File: src/hdl/ple_pkg.sv
// Shared types and constants for the positional list engine.
// Used by ple_ctrl, ple_datapath and positional_list_engine; no dependencies.
package ple_pkg;

  // list storage
  localparam int CAPACITY = 64;
  localparam int ADDR_W   = $clog2(CAPACITY);

  // word field widths
  localparam int MODE_W      = 2;
  localparam int POS_A_W     = 7;
  localparam int POS_B_W     = 6;
  localparam int VALUE_W     = 32;
  localparam int LEN_W       = 7;
  localparam int IN_TDATA_W  = 48;
  localparam int OUT_TDATA_W = 8;

  // operation codes
  typedef enum logic [MODE_W-1:0] {
    MODE_INSERT = 2'd0,
    MODE_DELETE = 2'd1,
    MODE_MOVE   = 2'd2,
    MODE_MERGE  = 2'd3
  } mode_t;

  // memory read address select
  typedef enum logic [1:0] {
    RD_FETCH      = 2'd0,
    RD_FETCH_NEXT = 2'd1,
    RD_NEIGHBOR   = 2'd2
  } rd_sel_t;

  // controller to datapath
  typedef struct packed {
    logic    capture;
    logic    setup;
    logic    rd_en;
    rd_sel_t rd_sel;
    logic    hold_load;
    logic    hold_add;
    logic    wr_shift;
    logic    wr_final;
    logic    out_load;
  } dp_cmd_t;

  // datapath to controller
  typedef struct packed {
    logic ok;
    logic trivial;
    logic needs_fetch;
    logic is_merge;
    logic at_end;
    logic has_final;
    logic out_free;
  } dp_status_t;

endpackage

File: src/hdl/positional_list_engine.sv
// Sequence: m_tvalid rises once the result register is loaded; a rejected word or a same-position move
// goes from the check straight to the result, while an applied word first fetches (move, merge), then walks
// the shifted elements, each one read and then written, and writes the final element (all but delete).
// Throughput: one word at a time; the next word is accepted the cycle after the result
// is registered, even while that result still waits on m_tready.
// Reset: rst (synchronous) empties the list and drops any pending result word.
module positional_list_engine (
  input  logic                                clk,
  input  logic                                rst,
  input  logic                                s_tvalid,
  output logic                                s_tready,
  // s_tdata: mode[1:0], position_a[8:2], position_b[14:9], value[46:15], zero[47]
  input  logic [ple_pkg::IN_TDATA_W-1:0]      s_tdata,
  output logic                                m_tvalid,
  input  logic                                m_tready,
  // m_tdata: ok[0], length[7:1]
  output logic [ple_pkg::OUT_TDATA_W-1:0]     m_tdata
);

  ple_pkg::dp_cmd_t    cmd;
  ple_pkg::dp_status_t status;

  ple_ctrl u_ctrl (
    .clk      (clk),
    .rst      (rst),
    .s_tvalid (s_tvalid),
    .s_tready (s_tready),
    .status   (status),
    .cmd      (cmd)
  );

  ple_datapath u_datapath (
    .clk      (clk),
    .rst      (rst),
    .s_tdata  (s_tdata),
    .cmd      (cmd),
    .status   (status),
    .m_tvalid (m_tvalid),
    .m_tdata  (m_tdata),
    .m_tready (m_tready)
  );

`ifndef SYNTHESIS
  // one word in flight: no accept in the cycle after an accept
  a_single_word: assert property (@(posedge clk) disable iff (rst)
    (s_tvalid && s_tready) |=> !s_tready)
    else $error("word accepted while previous word in flight");

  // never overwrite a result word that is still waiting
  a_no_overwrite: assert property (@(posedge clk) disable iff (rst)
    cmd.out_load |-> status.out_free)
    else $error("result register overwritten");

  // shift writes only happen before the walk reaches its end
  a_shift_bound: assert property (@(posedge clk) disable iff (rst)
    cmd.wr_shift |-> !status.at_end)
    else $error("shift past end of walk");

  // reported length stays within capacity
  a_len_bound: assert property (@(posedge clk) disable iff (rst)
    m_tvalid |-> (m_tdata[7:1] <= ple_pkg::LEN_W'(ple_pkg::CAPACITY)))
    else $error("length beyond capacity");
`endif

endmodule

File: src/hdl/ple_ctrl.sv
// Sequencer for the positional list engine: steps one operation through
// check, fetch, element shifting, final write and result. Uses ple_pkg.
module ple_ctrl (
  input  logic                clk,
  input  logic                rst,
  input  logic                s_tvalid,
  output logic                s_tready,
  input  ple_pkg::dp_status_t status,
  output ple_pkg::dp_cmd_t    cmd
);

  typedef enum logic [8:0] {
    S_IDLE     = 9'b000000001,
    S_CHECK    = 9'b000000010,
    S_FETCH    = 9'b000000100,
    S_HOLD     = 9'b000001000,
    S_SUM      = 9'b000010000,
    S_SHIFT_RD = 9'b000100000,
    S_SHIFT_WR = 9'b001000000,
    S_FINAL    = 9'b010000000,
    S_RESULT   = 9'b100000000
  } state_t;

  state_t state;
  state_t state_next;

  assign s_tready = (state == S_IDLE);

  // state register
  always_ff @(posedge clk) begin
    if (rst) begin
      state <= S_IDLE;
    end else begin
      state <= state_next;
    end
  end

  // next state and commands
  always_comb begin
    state_next    = state;
    cmd           = '0;
    cmd.rd_sel    = ple_pkg::RD_FETCH;
    unique case (state)
      S_IDLE: begin
        if (s_tvalid) begin
          cmd.capture = 1'b1;
          state_next  = S_CHECK;
        end
      end
      S_CHECK: begin
        cmd.setup = 1'b1;
        if (!status.ok || status.trivial) begin
          state_next = S_RESULT;
        end else if (status.needs_fetch) begin
          state_next = S_FETCH;
        end else begin
          state_next = S_SHIFT_RD;
        end
      end
      S_FETCH: begin
        cmd.rd_en  = 1'b1;
        cmd.rd_sel = ple_pkg::RD_FETCH;
        state_next = S_HOLD;
      end
      S_HOLD: begin
        cmd.hold_load = 1'b1;
        if (status.is_merge) begin
          cmd.rd_en  = 1'b1;
          cmd.rd_sel = ple_pkg::RD_FETCH_NEXT;
          state_next = S_SUM;
        end else begin
          state_next = S_SHIFT_RD;
        end
      end
      S_SUM: begin
        cmd.hold_add = 1'b1;
        state_next   = S_SHIFT_RD;
      end
      S_SHIFT_RD: begin
        if (status.at_end) begin
          state_next = status.has_final ? S_FINAL : S_RESULT;
        end else begin
          cmd.rd_en  = 1'b1;
          cmd.rd_sel = ple_pkg::RD_NEIGHBOR;
          state_next = S_SHIFT_WR;
        end
      end
      S_SHIFT_WR: begin
        cmd.wr_shift = 1'b1;
        state_next   = S_SHIFT_RD;
      end
      S_FINAL: begin
        cmd.wr_final = 1'b1;
        state_next   = S_RESULT;
      end
      S_RESULT: begin
        // wait for the output register to free up
        if (status.out_free) begin
          cmd.out_load = 1'b1;
          state_next   = S_IDLE;
        end
      end
      default: begin
        state_next = S_IDLE;
      end
    endcase
  end

endmodule

File: src/hdl/ple_datapath.sv
// Datapath of the positional list engine: element memory, operation decode,
// shift cursor, held value, length register and result register. Uses ple_pkg.
module ple_datapath (
  input  logic                                 clk,
  input  logic                                 rst,
  input  logic [ple_pkg::IN_TDATA_W-1:0]       s_tdata,
  input  ple_pkg::dp_cmd_t                     cmd,
  output ple_pkg::dp_status_t                  status,
  output logic                                 m_tvalid,
  output logic [ple_pkg::OUT_TDATA_W-1:0]      m_tdata,
  input  logic                                 m_tready
);

  localparam int AW = ple_pkg::ADDR_W;
  localparam int LW = ple_pkg::LEN_W;
  localparam int VW = ple_pkg::VALUE_W;

  // captured word
  ple_pkg::mode_t                  op;
  logic [ple_pkg::POS_A_W-1:0]     pos_a;
  logic [ple_pkg::POS_B_W-1:0]     pos_b;
  logic [VW-1:0]                   value;

  // list state
  logic [VW-1:0]  mem [ple_pkg::CAPACITY];
  logic [VW-1:0]  rd_data;
  logic [LW-1:0]  element_count;
  logic [LW-1:0]  count_next;

  // sequencing registers
  logic [AW-1:0]  cursor;
  logic [AW-1:0]  last_addr;
  logic [AW-1:0]  fin_addr;
  logic [AW-1:0]  fetch_addr;
  logic           dir_up;
  logic           has_final;
  logic [VW-1:0]  held;

  // result register
  logic           out_valid;
  logic           out_ok;
  logic [LW-1:0]  out_len;

  // decode
  logic [LW-1:0]  pb_ext;
  logic [LW:0]    pa_inc;
  logic [LW:0]    pb_inc;
  logic [LW-1:0]  lo;
  logic [LW:0]    hi;
  logic           same;
  logic           adjacent;
  logic           not_empty;
  logic           ok;

  logic [AW-1:0]  cursor_init;
  logic [AW-1:0]  last_init;
  logic [AW-1:0]  fin_init;
  logic           dir_init;
  logic           final_init;
  logic [LW-1:0]  count_last;

  logic [AW-1:0]  neighbor;
  logic [AW-1:0]  rd_addr;
  logic           wr_en;
  logic [AW-1:0]  wr_addr;
  logic [VW-1:0]  wr_data;

  assign pb_ext     = {1'b0, pos_b};
  assign pa_inc     = {1'b0, pos_a} + (LW + 1)'(1);
  assign pb_inc     = {2'b00, pos_b} + (LW + 1)'(1);
  assign same       = (pos_a == pb_ext);
  assign adjacent   = (pa_inc == {1'b0, pb_ext}) || (pb_inc == {1'b0, pos_a});
  assign lo         = (pos_a < pb_ext) ? pos_a : pb_ext;
  assign hi         = {1'b0, lo} + (LW + 1)'(1);
  assign not_empty  = (element_count != '0);
  assign count_last = element_count - LW'(1);

  // accept or reject, and setup of the shift walk
  always_comb begin
    ok          = 1'b0;
    count_next  = element_count;
    cursor_init = pos_a[AW-1:0];
    last_init   = count_last[AW-1:0];
    fin_init    = pos_a[AW-1:0];
    dir_init    = 1'b1;
    final_init  = 1'b1;
    case (op)
      ple_pkg::MODE_INSERT: begin
        ok          = (element_count < LW'(ple_pkg::CAPACITY)) && (pos_a <= element_count);
        count_next  = ok ? element_count + LW'(1) : element_count;
        cursor_init = element_count[AW-1:0];
        last_init   = pos_a[AW-1:0];
        dir_init    = 1'b0;
      end
      ple_pkg::MODE_DELETE: begin
        ok          = not_empty && (pos_a < element_count);
        count_next  = ok ? count_last : element_count;
        final_init  = 1'b0;
      end
      ple_pkg::MODE_MOVE: begin
        ok          = not_empty && (same || ((pos_a < element_count) && (pb_ext < element_count)));
        last_init   = pos_b[AW-1:0];
        fin_init    = pos_b[AW-1:0];
        dir_init    = (pos_a < pb_ext);
      end
      ple_pkg::MODE_MERGE: begin
        ok          = not_empty && adjacent && (hi < {1'b0, element_count});
        count_next  = ok ? count_last : element_count;
        cursor_init = hi[AW-1:0];
        fin_init    = lo[AW-1:0];
      end
      default: begin
        ok = 1'b0;
      end
    endcase
  end

  assign status.ok          = ok;
  assign status.trivial     = (op == ple_pkg::MODE_MOVE) && same;
  assign status.needs_fetch = (op == ple_pkg::MODE_MOVE) || (op == ple_pkg::MODE_MERGE);
  assign status.is_merge    = (op == ple_pkg::MODE_MERGE);
  assign status.at_end      = (cursor == last_addr);
  assign status.has_final   = has_final;
  assign status.out_free    = !out_valid || m_tready;

  // capture the input word
  always_ff @(posedge clk) begin
    if (cmd.capture) begin
      op    <= ple_pkg::mode_t'(s_tdata[1:0]);
      pos_a <= s_tdata[8:2];
      pos_b <= s_tdata[14:9];
      value <= s_tdata[46:15];
    end
  end

  // shift walk registers and held value
  assign neighbor = dir_up ? cursor + AW'(1) : cursor - AW'(1);

  always_ff @(posedge clk) begin
    if (cmd.setup) begin
      cursor     <= cursor_init;
      last_addr  <= last_init;
      fin_addr   <= fin_init;
      fetch_addr <= (op == ple_pkg::MODE_MERGE) ? lo[AW-1:0] : pos_a[AW-1:0];
      dir_up     <= dir_init;
      has_final  <= final_init;
      held       <= value;
    end else begin
      if (cmd.wr_shift) begin
        cursor <= neighbor;
      end
      if (cmd.hold_load) begin
        held <= rd_data;
      end else if (cmd.hold_add) begin
        held <= held + rd_data;
      end
    end
  end

  // memory port select
  always_comb begin
    case (cmd.rd_sel)
      ple_pkg::RD_FETCH:      rd_addr = fetch_addr;
      ple_pkg::RD_FETCH_NEXT: rd_addr = fetch_addr + AW'(1);
      ple_pkg::RD_NEIGHBOR:   rd_addr = neighbor;
      default:                rd_addr = fetch_addr;
    endcase
  end

  assign wr_en   = cmd.wr_shift || cmd.wr_final;
  assign wr_addr = cmd.wr_final ? fin_addr : cursor;
  assign wr_data = cmd.wr_final ? held : rd_data;

  // element memory, registered read
  always_ff @(posedge clk) begin
    if (wr_en) begin
      mem[wr_addr] <= wr_data;
    end
    if (cmd.rd_en) begin
      rd_data <= mem[rd_addr];
    end
  end

  // length and result word
  always_ff @(posedge clk) begin
    if (rst) begin
      element_count <= '0;
      out_valid     <= 1'b0;
    end else if (cmd.out_load) begin
      element_count <= count_next;
      out_valid     <= 1'b1;
    end else if (m_tready) begin
      out_valid <= 1'b0;
    end
  end

  always_ff @(posedge clk) begin
    if (cmd.out_load) begin
      out_ok  <= ok;
      out_len <= count_next;
    end
  end

  assign m_tvalid = out_valid;
  assign m_tdata  = {out_len, out_ok};

endmodule

File: config.mk
export PLATFORM = sky130hd
export DESIGN_NAME = positional_list_engine
export DESIGN_NICKNAME = d
export VERILOG_FILES = /design/src/hdl/ple_pkg.sv /design/src/hdl/positional_list_engine.sv /design/src/hdl/ple_ctrl.sv /design/src/hdl/ple_datapath.sv
export SDC_FILE = /design/constraint.sdc
export NUM_CORES = 1
export LEC_CHECK = 0
export BUFFER_PORTS_ARGS = -buffer_cell sky130_fd_sc_hd__buf_2
export CORE_UTILIZATION = 34
export CTS_CLUSTER_SIZE = 25
export DETAILED_ROUTE_END_ITERATION = 8
export PLACE_DENSITY_LB_ADDON = 0.15
export SLEW_MARGIN = 25
export SYNTH_ARGS = -nofsm -noshare
export SYNTH_HDL_FRONTEND = slang
export SYNTH_SLANG_ARGS = --single-unit
File: constraint.sdc
create_clock -name clk -period 5.8 [get_ports clk]
set_input_delay 0.29 -clock clk [delete_from_list [all_inputs] [get_ports clk]]
set_output_delay 0.29 -clock clk [all_outputs]
set_load 0.03 [all_outputs]
Yosys cells after proc, flatten, opt, wreduce, memory -nomap -nowiden
Index checks and enable logic that the tools add are counted.
{ "classes": {"add_sub_neg": 7, "n_mul": 0, "n_div": 0, "order_cmp": 6, "eq_ne": 18, "shift": 0, "mux": 29, "n_bitwise": 0, "n_reduce_logical": 20} }
{ "ops": {"columns": ["operator", "count"], "rows": [
  ["one-hot mux 9 bit (8 select lines)", 1],
  ["two-way mux 9 bit", 5],
  ["two-way mux 6 bit", 5],
  ["two-way mux 7 bit", 4],
  ["one-hot mux 6 bit (2 select lines)", 2],
  ["one-hot mux 7 bit (3 select lines)", 1],
  ["adder 7 x 1 -> 8 bit (second input constant)", 2],
  ["equality test 9 x 1 -> 1 bit (second input constant)", 1],
  ["equality test 9 x 2 -> 1 bit (second input constant)", 1],
  ["equality test 9 x 3 -> 1 bit (second input constant)", 1],
  ["equality test 9 x 4 -> 1 bit (second input constant)", 1],
  ["equality test 9 x 5 -> 1 bit (second input constant)", 1],
  ["equality test 9 x 6 -> 1 bit (second input constant)", 1],
  ["equality test 9 x 7 -> 1 bit (second input constant)", 1],
  ["equality test 9 x 8 -> 1 bit (second input constant)", 1],
  ["equality test 9 bit (second input constant)", 1],
  ["two-way mux 1 bit", 9],
  ["equality test 8 x 6 -> 1 bit", 1],
  ["equality test 8 x 7 -> 1 bit", 1],
  ["less-than comparator 8 x 7 -> 1 bit", 1],
  ["adder 6 x 1 -> 7 bit (second input constant)", 1],
  ["adder 7 x 1 -> 7 bit (second input constant)", 1],
  ["equality test 7 x 6 -> 1 bit", 1],
  ["<= comparator 7 bit", 1],
  ["21 further kinds", 35]
]} }
{ "word_totals": {"register_bits": 54, "latch_bits": 0, "mem_bits_rw": 0, "rom_bits": 0, "inputBits": 52, "output_inout_bits": 10, "elab_cells": 92, "mem_count": 0} }

Depth between registers and ports, before layout
Gate-level depths: netlist (run 1).
{ "logic_depth": {"ltp_word": 10, "mapped_depth": 23} }

Cells and area by module
A second synthesis (run 1) with hierarchy kept.
{ "hier_totals": {"hier_cells": 484, "area_unflattened_um2": 4480.5} }
{ "by_module_without_submodules": {"columns": ["module", "instances", "cells_per_inst", "area_per_inst_um2", "seq_area_each_um2"], "rows": [
  ["ple_datapath", 1, 415, 3853.7, 1271.2],
  ["ple_ctrl", 1, 69, 626.9, 180.2]
]} }

Worst setup path before layout (run 1)
OpenSTA, ideal clock, no wires.
{ "synth_timing": {"kind": "flip-flop to flip-flop", "from": "reg u_datapath.pos_b[4] in the netlist's numbering", "to": "reg u_datapath.out_len[6] (data pin)", "t_arrival_ns": 4.424, "required_time_ns": 5.541, "setup_slack_ns": 1.117, "stages_incl_launch_ff": 23, "path_buffers": 4, "synth_period_minus_slack_ns": 4.683, "path_cell_list": "edfxtp_1 -> clkbuf_1 -> inv_1 -> ha_1 -> a21o_1 -> a2111oi_2 -> clkbuf_1 -> nand2_1 -> o21ai_0 -> ha_1 -> o21ai_0 -> xor2_1 -> ha_1 -> a21oi_1 -> nor2b_1 -> or4_1 -> nor4_1 -> a32o_2 -> buf_6 -> and2_4 -> buf_6 -> a211oi_2 -> or2_1"} }
{ "synth_via": {"elab_chain_len": 7, "elab_cells_between_ends": 12} }
{ "synth_rtl": {"columns": ["item", "line", "text"], "rows": [
  ["from (decl)", "ple_datapath.sv:21", "logic [ple_pkg::POS_B_W-1:0] pos_b;"],
  ["from (signal assigned)", "ple_datapath.sv:131", "pos_b <= s_tdata[14:9];"],
  ["less-than comparator 7 x 6 -> 1 bit / adder 6 x 1 -> 7 bit (equally long branches)", "ple_datapath.sv:73, ple_datapath.sv:70", null],
  ["two-way mux 7 bit / equality test 8 x 7 -> 1 bit (equally long branches)", "ple_datapath.sv:73, ple_datapath.sv:72", null],
  ["adder 7 x 1 -> 8 bit / logical OR 1 bit (equally long branches)", "ple_datapath.sv:74, ple_datapath.sv:72", null],
  ["less-than comparator 8 x 7 -> 1 bit / logical AND 1 bit (equally long branches)", "ple_datapath.sv:107", "ok = not_empty && adjacent && (hi < {1'b0, element_count});"],
  ["logical AND 1 bit *", "ple_datapath.sv:107", null],
  ["two-way mux 7 bit *", "ple_datapath.sv:108", "count_next = ok ? count_last : element_count;"],
  ["one-hot mux 7 bit (3 select lines) *", "ple_datapath.sv:87", "case (op)"],
  ["named net u_datapath.count_next[6]", "ple_datapath.sv:28", "logic [LW-1:0] count_next;"],
  ["to (signal assigned)", "ple_datapath.sv:200", "out_len <= count_next;"],
  ["to (decl)", "ple_datapath.sv:42", "logic [LW-1:0] out_len;"]
]} }
Mark *: on every way through the listed nets, which the timed path passes. The rest lies on a longest branch.
A chain may end at the register's enable or synchronous reset.

Worst setup path after layout (run 1)
{ "layout_timing": {"from": "reg u_datapath.pos_b[5] in the netlist's numbering", "to": "reg u_datapath.out_len[6] (data pin)"} }
The elaborated chain is that of the path after synthesis.

==> Implementation_results.wiki, run 1 <==
{| class="wikitable"
! Metric !! Value
|-
| Result of the run || finished clean
|-
| Final setup violation count || 0
|-
| Highest clock rate || just under 200 MHz
|-
| Number of port buffers || 28
|-
| Worst Hold Margin || ~0.16 ns
|-
| Cell count of the worst hold path || 1
|-
| Share of cells above drive strength 1 || approximately an eighth
|-
| Final ANT Viol Nets || 0
|-
| Routed len/inst || around 18 µm
|-
| Total number of vias || about 3800
|-
| Worst reg2reg path startpoint || u_datapath.pos_b[5]$_DFFE_PP_
|-
| Worst Max-Slew Pin Slew || ~0.86 ns
|-
| Global-route usage over all layers || between 10% and 20%
|-
| Layout Skew || ~0.0077 ns
|-
| Number of standard cells after synthesis || 484
|-
| ANT cells || 0
|-
| First-pass GRT wire length || between 15 and 20 mm
|-
| Portion of the post-synthesis area used by sequential elements || 33.3%
|-
| Distinct cells, synth || between 60 and 70
|-
| Top Usage Layer GRT || met2
|-
| Vertical extent of the die || around 120 µm
|-
| Resize count post-CTS || 0
|-
| Routed wire length || roughly 12 mm
|-
| Type of element capturing the critical path || flip-flop
|-
| Tightest Hold Check Type || in2reg
|-
| Startpoint of the lowest-slack hold path || s_tdata[4]
|-
| Maximum vdd ir drop || ~0.11 mV
|-
| Delay of the slowest critical-path stage || 0.51 ns
|-
| Fraction of registers with async set or reset after synthesis || 0%
|-
| Number of buffers added by the clock tree synthesis step || 5
|-
| Slew Viols, Final || 0
|-
| Syn Std Cell Area || 4360 µm²
|-
| Power consumption || 1.05 mW
|-
| Critical Path Most Common Cell || ha_1
|-
| Cell count of the worst reg-to-reg path || 20
|-
| Largest net degree at the start of global routing || 31
|-
| Worst-case headroom to the max-slew limit || a little over two fifths
|-
| Crit path cell chain || inv_1 > ha_1 > nand4b_1 > a21oi_1 > a2111oi_2 > buf_4 > mux2i_1 > inv_1 > ha_1 > o21ai_0 > xor2_1 > ha_1 > a21oi_1 > nor2b_1 > or4_1 > nor4_1 > a32o_2 > and2_4 > a211oi_2 > or2_1
|-
| Setup crit start || u_datapath.pos_b[5]$_DFFE_PP_
|-
| Crit path max-delay cell type || edfxtp_1
|-
| Flip-flop cell with the highest count after synthesis || edfxtp_1
|-
| Worst endpoint data arrival time || a little over 5 ns
|-
| Maximum Capacitance Violations || 0
|-
| Net count of the mapped netlist || approximately 570
|-
| Initial cell density of the core || 35.5%
|-
| Ports || 62
|-
| CP Data Required Time || 5.86 ns
|-
| First drt pass iteration count || 5
|-
| Number of enable-type register cells in the synthesized netlist || 37
|-
| Number of antenna violations at the first check in global routing || 0
|-
| RSZ-0062 raised after global routing || false
|-
| Clock Tree Root || clkbuf_16
|-
| Clock tree from TritonCTS || built
|-
| Setup_tns || 0 ns
|-
| Startpoint class of the critical path || flip-flop
|-
| Total number of nets in the final design || a little under 600
|-
| Area of the core || about 12000 µm²
|-
| GRT Residual Overflow || 0
|-
| Kind of critical path || reg2reg
|-
| Endpoints failing hold || 0
|-
| Count of warnings emitted by yosys || 0
|-
| Synthesized area divided by synthesized cell count || approximately 9.0 µm²
|-
| Part of the cycle the worst path needs || roughly 88%
|-
| Area enclosed by the die boundary || around 13000 µm²
|-
| Vias in the first global route || 3584
|-
| Layout overhead on the synthesized area || 10.7%
|-
| Power Density || about 220 nW/µm²
|-
| #FFs+latches synth || 54
|-
| Critical path peak fanout || 12
|-
| Floorplan die width || roughly 120 µm
|-
| Met2 Resource Use GR || 30.4%
|-
| Site Rows || 40
|-
| Global Route met1 Usage || about a quarter
|-
| Clock input transition at the sequential cells of the worst setup and hold paths || 0.08 ns
|-
| Time the final worst path needs with I/O delays and setup || about 5 ns
|-
| DR DRC count || 0
|-
| Hold Buf Count CTS || 0
|-
| Count of clock tree sinks || 54
|-
| Met3 capacity usage during global routing || 2.37%
|-
| Pleak || between 1.5 and 2 nW
|-
| Final weighted congestion in routability-driven placement || just over 0.9
|-
| Count of placed standard cells including taps || ~670
|-
| Via density per instance || approximately 5.6
|-
| Half-perimeter wire length after placement || 8.92 mm
|-
| Number of buffers on the longest clock path || 2
|-
| First DRT Iteration DRCs || ~380
|-
| Latest clock arrival within the worst-skew pair || roughly 0.3 ns
|-
| CTS H-tree depth || 2
|-
| Post-CTS setup buffer count || 0
|-
| Post-Layout Cell Count || 673
|}
worst max-delay path: cells and delay by family (launching register included):
family / cells / cell delay, ns
AO/OA/AOI/OAI: 6 / 1.14
XOR/XNOR: 1 / 0.15
adder cells (fa/ha/maj): 3 / 0.76
buffers and inverters: 3 / 0.48
flip-flops: 1 / 0.51
multiplexers: 1 / 0.25
AND/OR/NAND/NOR: 6 / 1.54
cells by family (layout without fill, tap and decap cells):
logic type / count (synthesis) / after routing / synth area share [%]
simple gates: 149 / 149 / 18.7
flops: 54 / 54 / 33.3
compound gates: 140 / 140 / 21.8
buf+inv: 59 / 80 / 5.83
fa+ha+maj: 38 / 38 / 11.1
xor+xnor: 33 / 33 / 6.63
mux: 11 / 11 / 2.58
area by class of cell:
type / instances / area, µm²
clock inverter: 3 / 28.8
sequential: 54 / 1450
multi-input combinational: 371 / 2650
timing repair buffer: 42 / 245
clock buffer: 5 / 125
fill: 1235 / 7440
inverter: 30 / 113
tap: 168 / 210
layout by cell type, fill, tap and decap left out, types with 14 or more instances in the layout:
cell type	Yosys	final
nand2_1	26	26
inv_1	27	27
ha_1	37	37
buf_4	2	14
xnor2_1	20	20
dfxtp_1	17	17
a21oi_1	32	32
nor2_1	27	27
nor3_1	14	14
o21ai_0	30	30
nand3_1	19	19
edfxtp_1	37	37
buf_2	2	28
power by group:
group	switching (mW)	leakage, nW	internal, mW
Sequential	0.0190	0.480	0.433
Combinational	0.172	1.22	0.112
Clock	0.154	0.0759	0.165
Yosys cell counts (all sizes together), types with 9 or more instances:
cell type  count  area share [%]
nor3          14             1.6
dfxtp         17             7.8
o21ai         30             3.4
nand3         19             2.2
ha            37              11
inv           27             2.3
xor2          13             2.6
xnor2         20             4.0
edfxtp        37              25
nor2          27             2.3
a21oi         33             3.9
nand2         26             2.2
clkbuf        21             1.8
mux2i          9             2.1
a221oi        10             2.0
a31oi         10             1.4
a22oi         11             1.9
metrics by stage:
| step | util, % | setup WS (ns) | cell area, µm² |
|---|---|---|---|
| after global routing | 39.4 | 0.474 | 4830 |
| after detailed placement | 38.1 | 0.801 | 4670 |
| final | 39.4 | 0.724 | 4830 |
| after global placement | 38.1 | 0.812 | 4670 |
| after floorplan | - | 1.12 | 4360 |
| after CTS | 39.4 | 0.782 | 4830 |
path summary, 6_finish.rpt:
| path | endpoint | slack [ns] |
|---|---|---|
| worst max-delay path | u_datapath.out_len[6]$_DFFE_PP_ | 0.72 |
| worst max register to register | u_datapath.out_len[6]$_DFFE_PP_ | 0.72 |
| worst min register to register | u_datapath.m_tvalid$_SDFFE_PP0P_ | 0.53 |
| worst min-delay path | u_datapath.pos_a[2]$_DFFE_PP_ | 0.16 |
registers in the layout (all words and copies together) (netlist names):
signal                    cells
u_datapath.has_final          1
u_datapath.pos_b              6
u_datapath.element_count      7
u_datapath.dir_up             1
u_datapath.op                 2
u_datapath.out_len            7
u_datapath.cursor             6
u_ctrl.state                  9
u_datapath.out_ok             1
u_datapath.m_tvalid           1
u_datapath.pos_a              7
u_datapath.last_addr          6
routing by layer:
layer	up-vias	wire, µm
met5	-	0
met4	0	135
met3	13	485
met2	100	5530
met1	1805	5810
li1	1881	-
Note: power is estimated with default switching activity, not from simulation.
==> run 2, diff against run 1 <==
--- a/config.mk
+++ b/config.mk
@@ -5,7 +5,7 @@
 export SDC_FILE = /design/constraint.sdc
 export NUM_CORES = 1
 export LEC_CHECK = 0
-export BUFFER_PORTS_ARGS = -buffer_cell sky130_fd_sc_hd__buf_2
+export BUFFER_PORTS_ARGS = -buffer_cell sky130_fd_sc_hd__clkbuf_2
 export CORE_UTILIZATION = 34
 export CTS_CLUSTER_SIZE = 25
 export DETAILED_ROUTE_END_ITERATION = 8
==> Implementation_results.wiki, run 2 (synthesis results as in run 1) <==
{| class="wikitable"
! Metric !! Value
|-
| First drt pass iteration count || 4 (-1)
|-
| Number of buffers added by the clock tree synthesis step || 5 (unchanged)
|-
| Worst Hold Margin || 0.164 ns (+0.00285 ns)
|-
| Crit path cell chain || inv_1 > ha_1 > nand3b_1 > a21oi_1 > a2111oi_2 > buf_4 > mux2i_1 > inv_1 > ha_1 > o21ai_0 > xor2_1 > ha_1 > a21oi_1 > nor2b_1 > or4_1 > nor4_1 > a32o_2 > and2_4 > a211oi_2 > or2_1
|-
| Largest register by flop count || u_ctrl.state
|-
| Number of flip-flops under the largest register name || 9 (unchanged)
|-
| Cell count of the worst hold path || 1 (unchanged)
|-
| Resize count post-CTS || 0 (unchanged)
|-
| Latest clock arrival within the worst-skew pair || 0.30 ns (about the same)
|-
| Global-route usage over all layers || 19.1% (+0.20 points)
|-
| Time the final worst path needs with I/O delays and setup || 5.10 ns (+0.0258 ns)
|-
| Vertical extent of the die || 115 µm (unchanged)
|-
| Site Rows || 40 (unchanged)
|-
| RSZ-0062 raised after global routing || false
|-
| Delay of the slowest critical-path stage || 0.57 ns (+0.06 ns)
|-
| Floorplan die width || 115 µm (unchanged)
|-
| Pleak || 1.78 nW (+0.29%)
|-
| Routed len/inst || 17.9 µm (+0.96%)
|-
| Ports || 62 (unchanged)
|-
| Kind of critical path || reg2reg
|-
| Final ANT Viol Nets || 0 (unchanged)
|-
| Crit. path cell count || 20 (unchanged)
|-
| Total number of nets in the final design || 594 (unchanged)
|-
| Worst-case headroom to the max-slew limit || 42.8% (+0.36 points)
|-
| First-pass GRT wire length || 19.5 mm (+1.3%)
|-
| Result of the run || finished clean
|-
| Startpoint class of the critical path || flip-flop
|-
| Met1 layer wirelength in the final routing || 5.69 mm (-2.1%)
|-
| Largest net degree at the start of global routing || 31 (unchanged)
|-
| Via density per instance || 5.67 (+0.53%)
|-
| DR DRC count || 0 (unchanged)
|-
| Top Metal Used || met4
|-
| Area of the core || 12300 µm² (unchanged)
|-
| Clock Tree Root || clkbuf_16
|-
| Worst Max-Slew Pin Slew || 0.858 ns (-0.00537 ns)
|-
| Total number of vias || 3819 (+0.53%)
|-
| Tightest Hold Check Type || in2reg
|-
| Maximum vdd ir drop || 0.111 mV (+1.0%)
|-
| Number of port buffers || 28 (unchanged)
|-
| Layout Skew || 0.00926 ns (+0.00157 ns)
|-
| First DRT Iteration DRCs || 418 (+11%)
|-
| Area enclosed by the die boundary || 13300 µm² (unchanged)
|-
| Power Density || 219 nW/µm² (+0.14%)
|-
| Setup_tns || 0 ns (unchanged)
|-
| Number of antenna violations at the first check in global routing || 0 (unchanged)
|-
| Crit path max-delay cell type || edfxtp_1
|-
| Sum of buffers and inverters on the critical path || 3 (unchanged)
|-
| Number of fill cells || 1244 (+0.73%)
|-
| Critical path peak fanout || 12 (unchanged)
|-
| Highest clock rate || 196 MHz (-0.51%)
|-
| Clock input transition at the sequential cells of the worst setup and hold paths || 0.08 ns (about the same)
|-
| Share of cells above drive strength 1 || 12.1% (unchanged)
|-
| Cell count of the worst reg-to-reg path || 20 (unchanged)
|-
| Layout overhead on the synthesized area || 10.7% (unchanged)
|-
| Half-perimeter wire length after placement || 8.84 mm (-0.94%)
|-
| GRT Residual Overflow || 0 (unchanged)
|-
| CTS H-tree depth || 2 (unchanged)
|-
| Vias in the first global route || 3684 (+2.8%)
|-
| Endpoints failing hold || 0 (unchanged)
|-
| Clock tree from TritonCTS || built
|-
| Routed length on met2 || 5.42 mm (-2.0%)
|-
| Final setup violation count || 0 (unchanged)
|-
| Maximum Capacitance Violations || 0 (unchanged)
|-
| Routed wire length || 12.1 mm (+0.96%)
|-
| ANT cells || 0 (unchanged)
|-
| Post-CTS setup buffer count || 0 (unchanged)
|-
| Met3 routed wirelength || 703 µm (+45%)
|-
| Critical Path Most Common Cell || ha_1
|-
| Most frequent cells in the layout || ha_1 (37), edfxtp_1 (37), a21oi_1 (32), o21ai_0 (30), clkbuf_2 (28)
|-
| Initial cell density of the core || 35.5% (unchanged)
|-
| Worst endpoint data arrival time || 5.16 ns (+0.02 ns)
|-
| Slew Viols, Final || 0 (unchanged)
|-
| Number of buffers on the longest clock path || 2 (unchanged)
|-
| Hold Buf Count CTS || 0 (unchanged)
|-
| Part of the cycle the worst path needs || 88.0% (+0.44 points)
|-
| Count of clock tree sinks || 54 (unchanged)
|-
| CP Data Required Time || 5.86 ns (about the same)
|-
| Final weighted congestion in routability-driven placement || 0.926 (-0.25%)
|-
| Type of element capturing the critical path || flip-flop
|-
| Crit-path leading delay family || simple AND/OR/NAND/NOR gates
|}
-- run 2: changes by cell type in the layout (fill, tap and decap cells not counted) --
cell,change
buf_2,-28
clkbuf_2,+28
-- run 2: final timing paths --
kind | slack [ns] | end | start
setup / recovery | 0.70 | u_datapath.out_len[6]$_DFFE_PP_ | u_datapath.pos_b[1]$_DFFE_PP_
hold / removal | 0.16 | u_datapath.pos_b[0]$_DFFE_PP_ | s_tdata[9]
setup reg to reg | 0.70 | u_datapath.out_len[6]$_DFFE_PP_ | u_datapath.pos_b[1]$_DFFE_PP_
hold reg to reg | 0.54 | u_datapath.m_tvalid$_SDFFE_PP0P_ | u_datapath.m_tvalid$_SDFFE_PP0P_
-- run 2: per-stage QoR --
step	area [µm²]	utilization (%)	std cells	power (mW)	worst slack, ns
4_1_cts	4830	39.4	673	1.06	0.742
6_report	4830	39.4	673	1.06	0.699
2_1_floorplan	4360	-	484	0.660	1.12
3_3_place_gp	4670	38.1	665	0.737	0.811
5_1_grt	4830	39.4	673	1.12	0.402
3_5_place_dp	4670	38.1	665	0.742	0.794
-- run 2: final cells by class --
class	count	area (µm²)	share of cell area [%]
Tap cell	168	210	4.36
Sequential cell	54	1450	30.1
Timing Repair Buffer	42	245	5.08
Clock buffer	5	125	2.59
Clock inverter	3	28.8	0.596
Multi-Input combinational cell	371	2650	55.0
Inverter	30	113	2.33
-- run 2: power breakdown --
group          total, mW  internal, mW  switching [mW]
registers          0.451         0.433          0.0187
clock network      0.318         0.165           0.153
logic              0.286         0.112           0.174
total               1.06         0.710           0.345
-- run 2: routing by layer --
metal  vias up  track usage (%)
met3        17             2.79
met5         -                0
met1      1813             26.4
met4         0             6.93
met2       113             30.2
li1       1876                -
==> run 3, diff against run 2 <==
--- a/config.mk
+++ b/config.mk
@@ -7,10 +7,11 @@
 export LEC_CHECK = 0
 export BUFFER_PORTS_ARGS = -buffer_cell sky130_fd_sc_hd__clkbuf_2
 export CORE_UTILIZATION = 34
-export CTS_CLUSTER_SIZE = 25
+export CTS_CLUSTER_SIZE = 14
 export DETAILED_ROUTE_END_ITERATION = 8
 export PLACE_DENSITY_LB_ADDON = 0.15
 export SLEW_MARGIN = 25
 export SYNTH_ARGS = -nofsm -noshare
 export SYNTH_HDL_FRONTEND = slang
+export SYNTH_HIERARCHICAL = 1
 export SYNTH_SLANG_ARGS = --single-unit
==> Implementation_results.wiki, run 3 <==
{| class="wikitable"
! Metric !! Value
|-
| DR DRC count || 0 (unchanged)
|-
| Ports || 62 (unchanged)
|-
| Worst-case headroom to the max-slew limit || 47.5% (+4.7 points)
|-
| Count of warnings emitted by yosys || 6 (+6)
|-
| Minimum setup slack in the final design || 0.437 ns (-0.262 ns)
|-
| Routed len/inst || 17.8 µm (-0.71%)
|-
| Met2 Resource Use GR || 30.6% (+0.41 points)
|-
| Net count of the mapped netlist || 570 (-0.70%)
|-
| Count of placed standard cells including taps || 669 (+0.60%)
|-
| Final weighted congestion in routability-driven placement || 0.884 (-4.5%)
|-
| Placed Area || 4800 µm² (+2.7%)
|-
| Number of buffers on the longest clock path || 2 (unchanged)
|-
| Part of the cycle the worst path needs || 92.5% (+4.5 points)
|-
| Leading cell type in the layout, fill and taps excluded || ha_1
|-
| ANT cells || 0 (unchanged)
|-
| Most frequent cells in the layout || ha_1 (38), edfxtp_1 (37), inv_1 (32), nand2_1 (29), o21ai_0 (29)
|-
| Syn Std Cell Area || 4450 µm² (+2.0%)
|-
| Layout Skew || 0.00600 ns (-0.00326 ns)
|-
| Worst Max-Slew Pin Slew || 0.787 ns (-0.0703 ns)
|-
| Utilization of the core after routing || 39.2% (-0.17 points)
|-
| Global-route usage over all layers || 19.3% (+0.19 points)
|-
| Critical path peak fanout || 11 (-1)
|-
| Layout overhead on the synthesized area || 11.7%
|-
| Post-Layout Cell Count || 677 (+0.59%)
|-
| Crit path max-delay cell type || or4_1
|-
| Total number of nets in the final design || 595 (+0.17%)
|-
| Site Rows || 41 (+2.5%)
|-
| Clock tree from TritonCTS || built
|-
| GRT Residual Overflow || 0 (unchanged)
|-
| Total number of vias || 3816 (-0.079%)
|-
| Via density per instance || 5.64 (-0.67%)
|-
| Worst slack after detailed placement || 0.306 ns (-0.488 ns)
|-
| Kind of critical path || reg2reg
|-
| Startpoint class of the critical path || flip-flop
|-
| Worst endpoint data arrival time || 5.61 ns (+0.45 ns)
|-
| Result of the run || finished clean
|-
| Synthesized area divided by synthesized cell count || 9.28 µm² (+3.1%)
|-
| First drt pass iteration count || 5 (+1)
|-
| Area enclosed by the die boundary || 13500 µm² (+2.0%)
|-
| Number of port buffers || 28 (unchanged)
|-
| Slew Viols, Final || 0 (unchanged)
|-
| Vertical extent of the die || 116 µm (+0.98%)
|-
| Hold Buf Count CTS || 0 (unchanged)
|-
| Number of buffers added by the clock tree synthesis step || 5 (unchanged)
|-
| Power consumption || 1.02 mW (-3.7%)
|-
| CTS H-tree depth || 2 (unchanged)
|-
| Top Usage Layer GRT || met2
|-
| Delay of the slowest critical-path stage || 0.47 ns (-0.10 ns)
|-
| Largest register by flop count || u_ctrl/state
|-
| Clock input transition at the sequential cells of the worst setup and hold paths || 0.08 ns (about the same)
|-
| Met3 capacity usage during global routing || 3.32% (+0.53 points)
|-
| Endpoints failing hold || 0 (unchanged)
|-
| Type of element capturing the critical path || flip-flop
|-
| Count of clock tree sinks || 54 (unchanged)
|-
| Half-perimeter wire length after placement || 9.01 mm (+2.0%)
|-
| First-pass GRT wire length || 19.6 mm (+0.21%)
|-
| Global Route met1 Usage || 26.5% (+0.083 points)
|-
| Maximum vdd ir drop || 0.118 mV (+6.6%)
|-
| Setup_tns || 0 ns (unchanged)
|-
| Tightest Hold Check Type || in2reg
|-
| Floorplan die width || 116 µm (+0.98%)
|-
| Largest net degree at the start of global routing || 22 (-29%)
|-
| Worst Hold Margin || 0.151 ns (-0.0124 ns)
|-
| Cell area after layout || 4960 µm² (+2.9%)
|-
| Pleak || 1.87 nW (+4.9%)
|-
| Highest clock rate || 186 MHz (-4.9%)
|-
| Number of flip-flops under the largest register name || 9 (unchanged)
|-
| Number of standard cells after synthesis || 479 (-1.0%)
|-
| Share of cells above drive strength 1 || 18.0% (+5.9 points)
|-
| Final setup violation count || 0 (unchanged)
|-
| Power Density || 205 nW/µm² (-6.4%)
|-
| CP Data Required Time || 6.05 ns (+0.19 ns)
|-
| Startpoint of the lowest-slack hold path || s_tdata[7]
|-
| Crit-path leading delay family || simple AND/OR/NAND/NOR gates
|-
| Latest clock arrival within the worst-skew pair || 0.31 ns (about the same)
|-
| Clock Tree Root || clkbuf_16
|-
| Worst reg2reg path startpoint || u_datapath/pos_b[5]$_DFFE_PP_
|-
| RSZ-0062 raised after global routing || false
|-
| Sum of buffers and inverters on the critical path || 3 (unchanged)
|-
| Critical Path Most Common Cell || ha_1
|-
| Crit path cell chain || inv_1 > ha_1 > nand4b_1 > a21oi_1 > a2111oi_2 > buf_4 > buf_4 > nand2_1 > o21ai_0 > ha_1 > o21ai_0 > xor2_1 > ha_1 > nand3_1 > o22ai_1 > or4_1 > o41ai_2 > and2_1 > a211oi_1 > a2bb2oi_2 > or2b_2 > or4_1 > o21ai_2
|-
| Setup crit start || u_datapath/pos_b[5]$_DFFE_PP_
|-
| Area of the core || 12700 µm² (+3.3%)
|-
| Time the final worst path needs with I/O delays and setup || 5.36 ns (+0.262 ns)
|-
| Vias in the first global route || 3543 (-3.8%)
|-
| First DRT Iteration DRCs || 396 (-5.3%)
|-
| Final ANT Viol Nets || 0 (unchanged)
|-
| Maximum Capacitance Violations || 0 (unchanged)
|-
| Routed wire length || 12.1 mm (-0.12%)
|-
| Number of antenna violations at the first check in global routing || 0 (unchanged)
|-
| Initial cell density of the core || 35.1% (-0.46 points)
|}
==> run 3: timing repair <==
item,4_1_cts,5_1_grt
setup buffers,0,0
gates resized for setup,0,1
endpoints found under the hold margin,0,0
setup endpoints to repair,0,1
==> run 3: layout make-up <==
type	instances	area, µm²
Fill cell	1286	7710
Multi-Input combinational cell	361	2730
Sequential cell	54	1450
Timing Repair Buffer	48	290
Tap cell	172	215
Inverter	34	128
Clock buffer	5	125
Clock inverter	3	28.8
==> run 3: path summary, 6_finish.rpt <==
kind / to / slack [ns] / cells past startpoint
hold / removal: u_datapath/pos_a[5]$_DFFE_PP_ / 0.15 / 1
hold reg to reg: u_datapath/m_tvalid$_SDFFE_PP0P_ / 0.55 / 2
setup / recovery: u_ctrl/state[5]$_SDFFE_PP0P_ / 0.44 / 23
setup reg to reg: u_ctrl/state[5]$_SDFFE_PP0P_ / 0.44 / 23
==> run 3: worst register-to-register path, stage by stage (launching register included) <==
cell and delay (ns):
edfxtp_1 0.42, inv_1 0.14, ha_1 0.27, nand4b_1 0.16, a21oi_1 0.07, a2111oi_2 0.33
buf_4 0.19, buf_4 0.18, nand2_1 0.06, o21ai_0 0.11, ha_1 0.24, o21ai_0 0.14
xor2_1 0.23, ha_1 0.26, nand3_1 0.09, o22ai_1 0.09, or4_1 0.47, o41ai_2 0.46
and2_1 0.22, a211oi_1 0.09, a2bb2oi_2 0.25, or2b_2 0.36, or4_1 0.43, o21ai_2 0.07
==> run 3: layer usage <==
| metal | vias to the layer above | share of wire [%] |
|---|---|---|
| met1 | 1802 | 48 |
| met4 | 0 | 2.2 |
| li1 | 1873 | - |
| met3 | 20 | 4.6 |
| met2 | 121 | 45 |
| met5 | - | 0 |
==> run 3: power by group <==
part	leakage [nW]	internal (mW)	total (mW)	switching [mW]
registers	0.478	0.429	0.439	0.00968
clock network	0.0759	0.165	0.320	0.155
logic	1.31	0.101	0.257	0.156
total	1.87	0.696	1.02	0.321
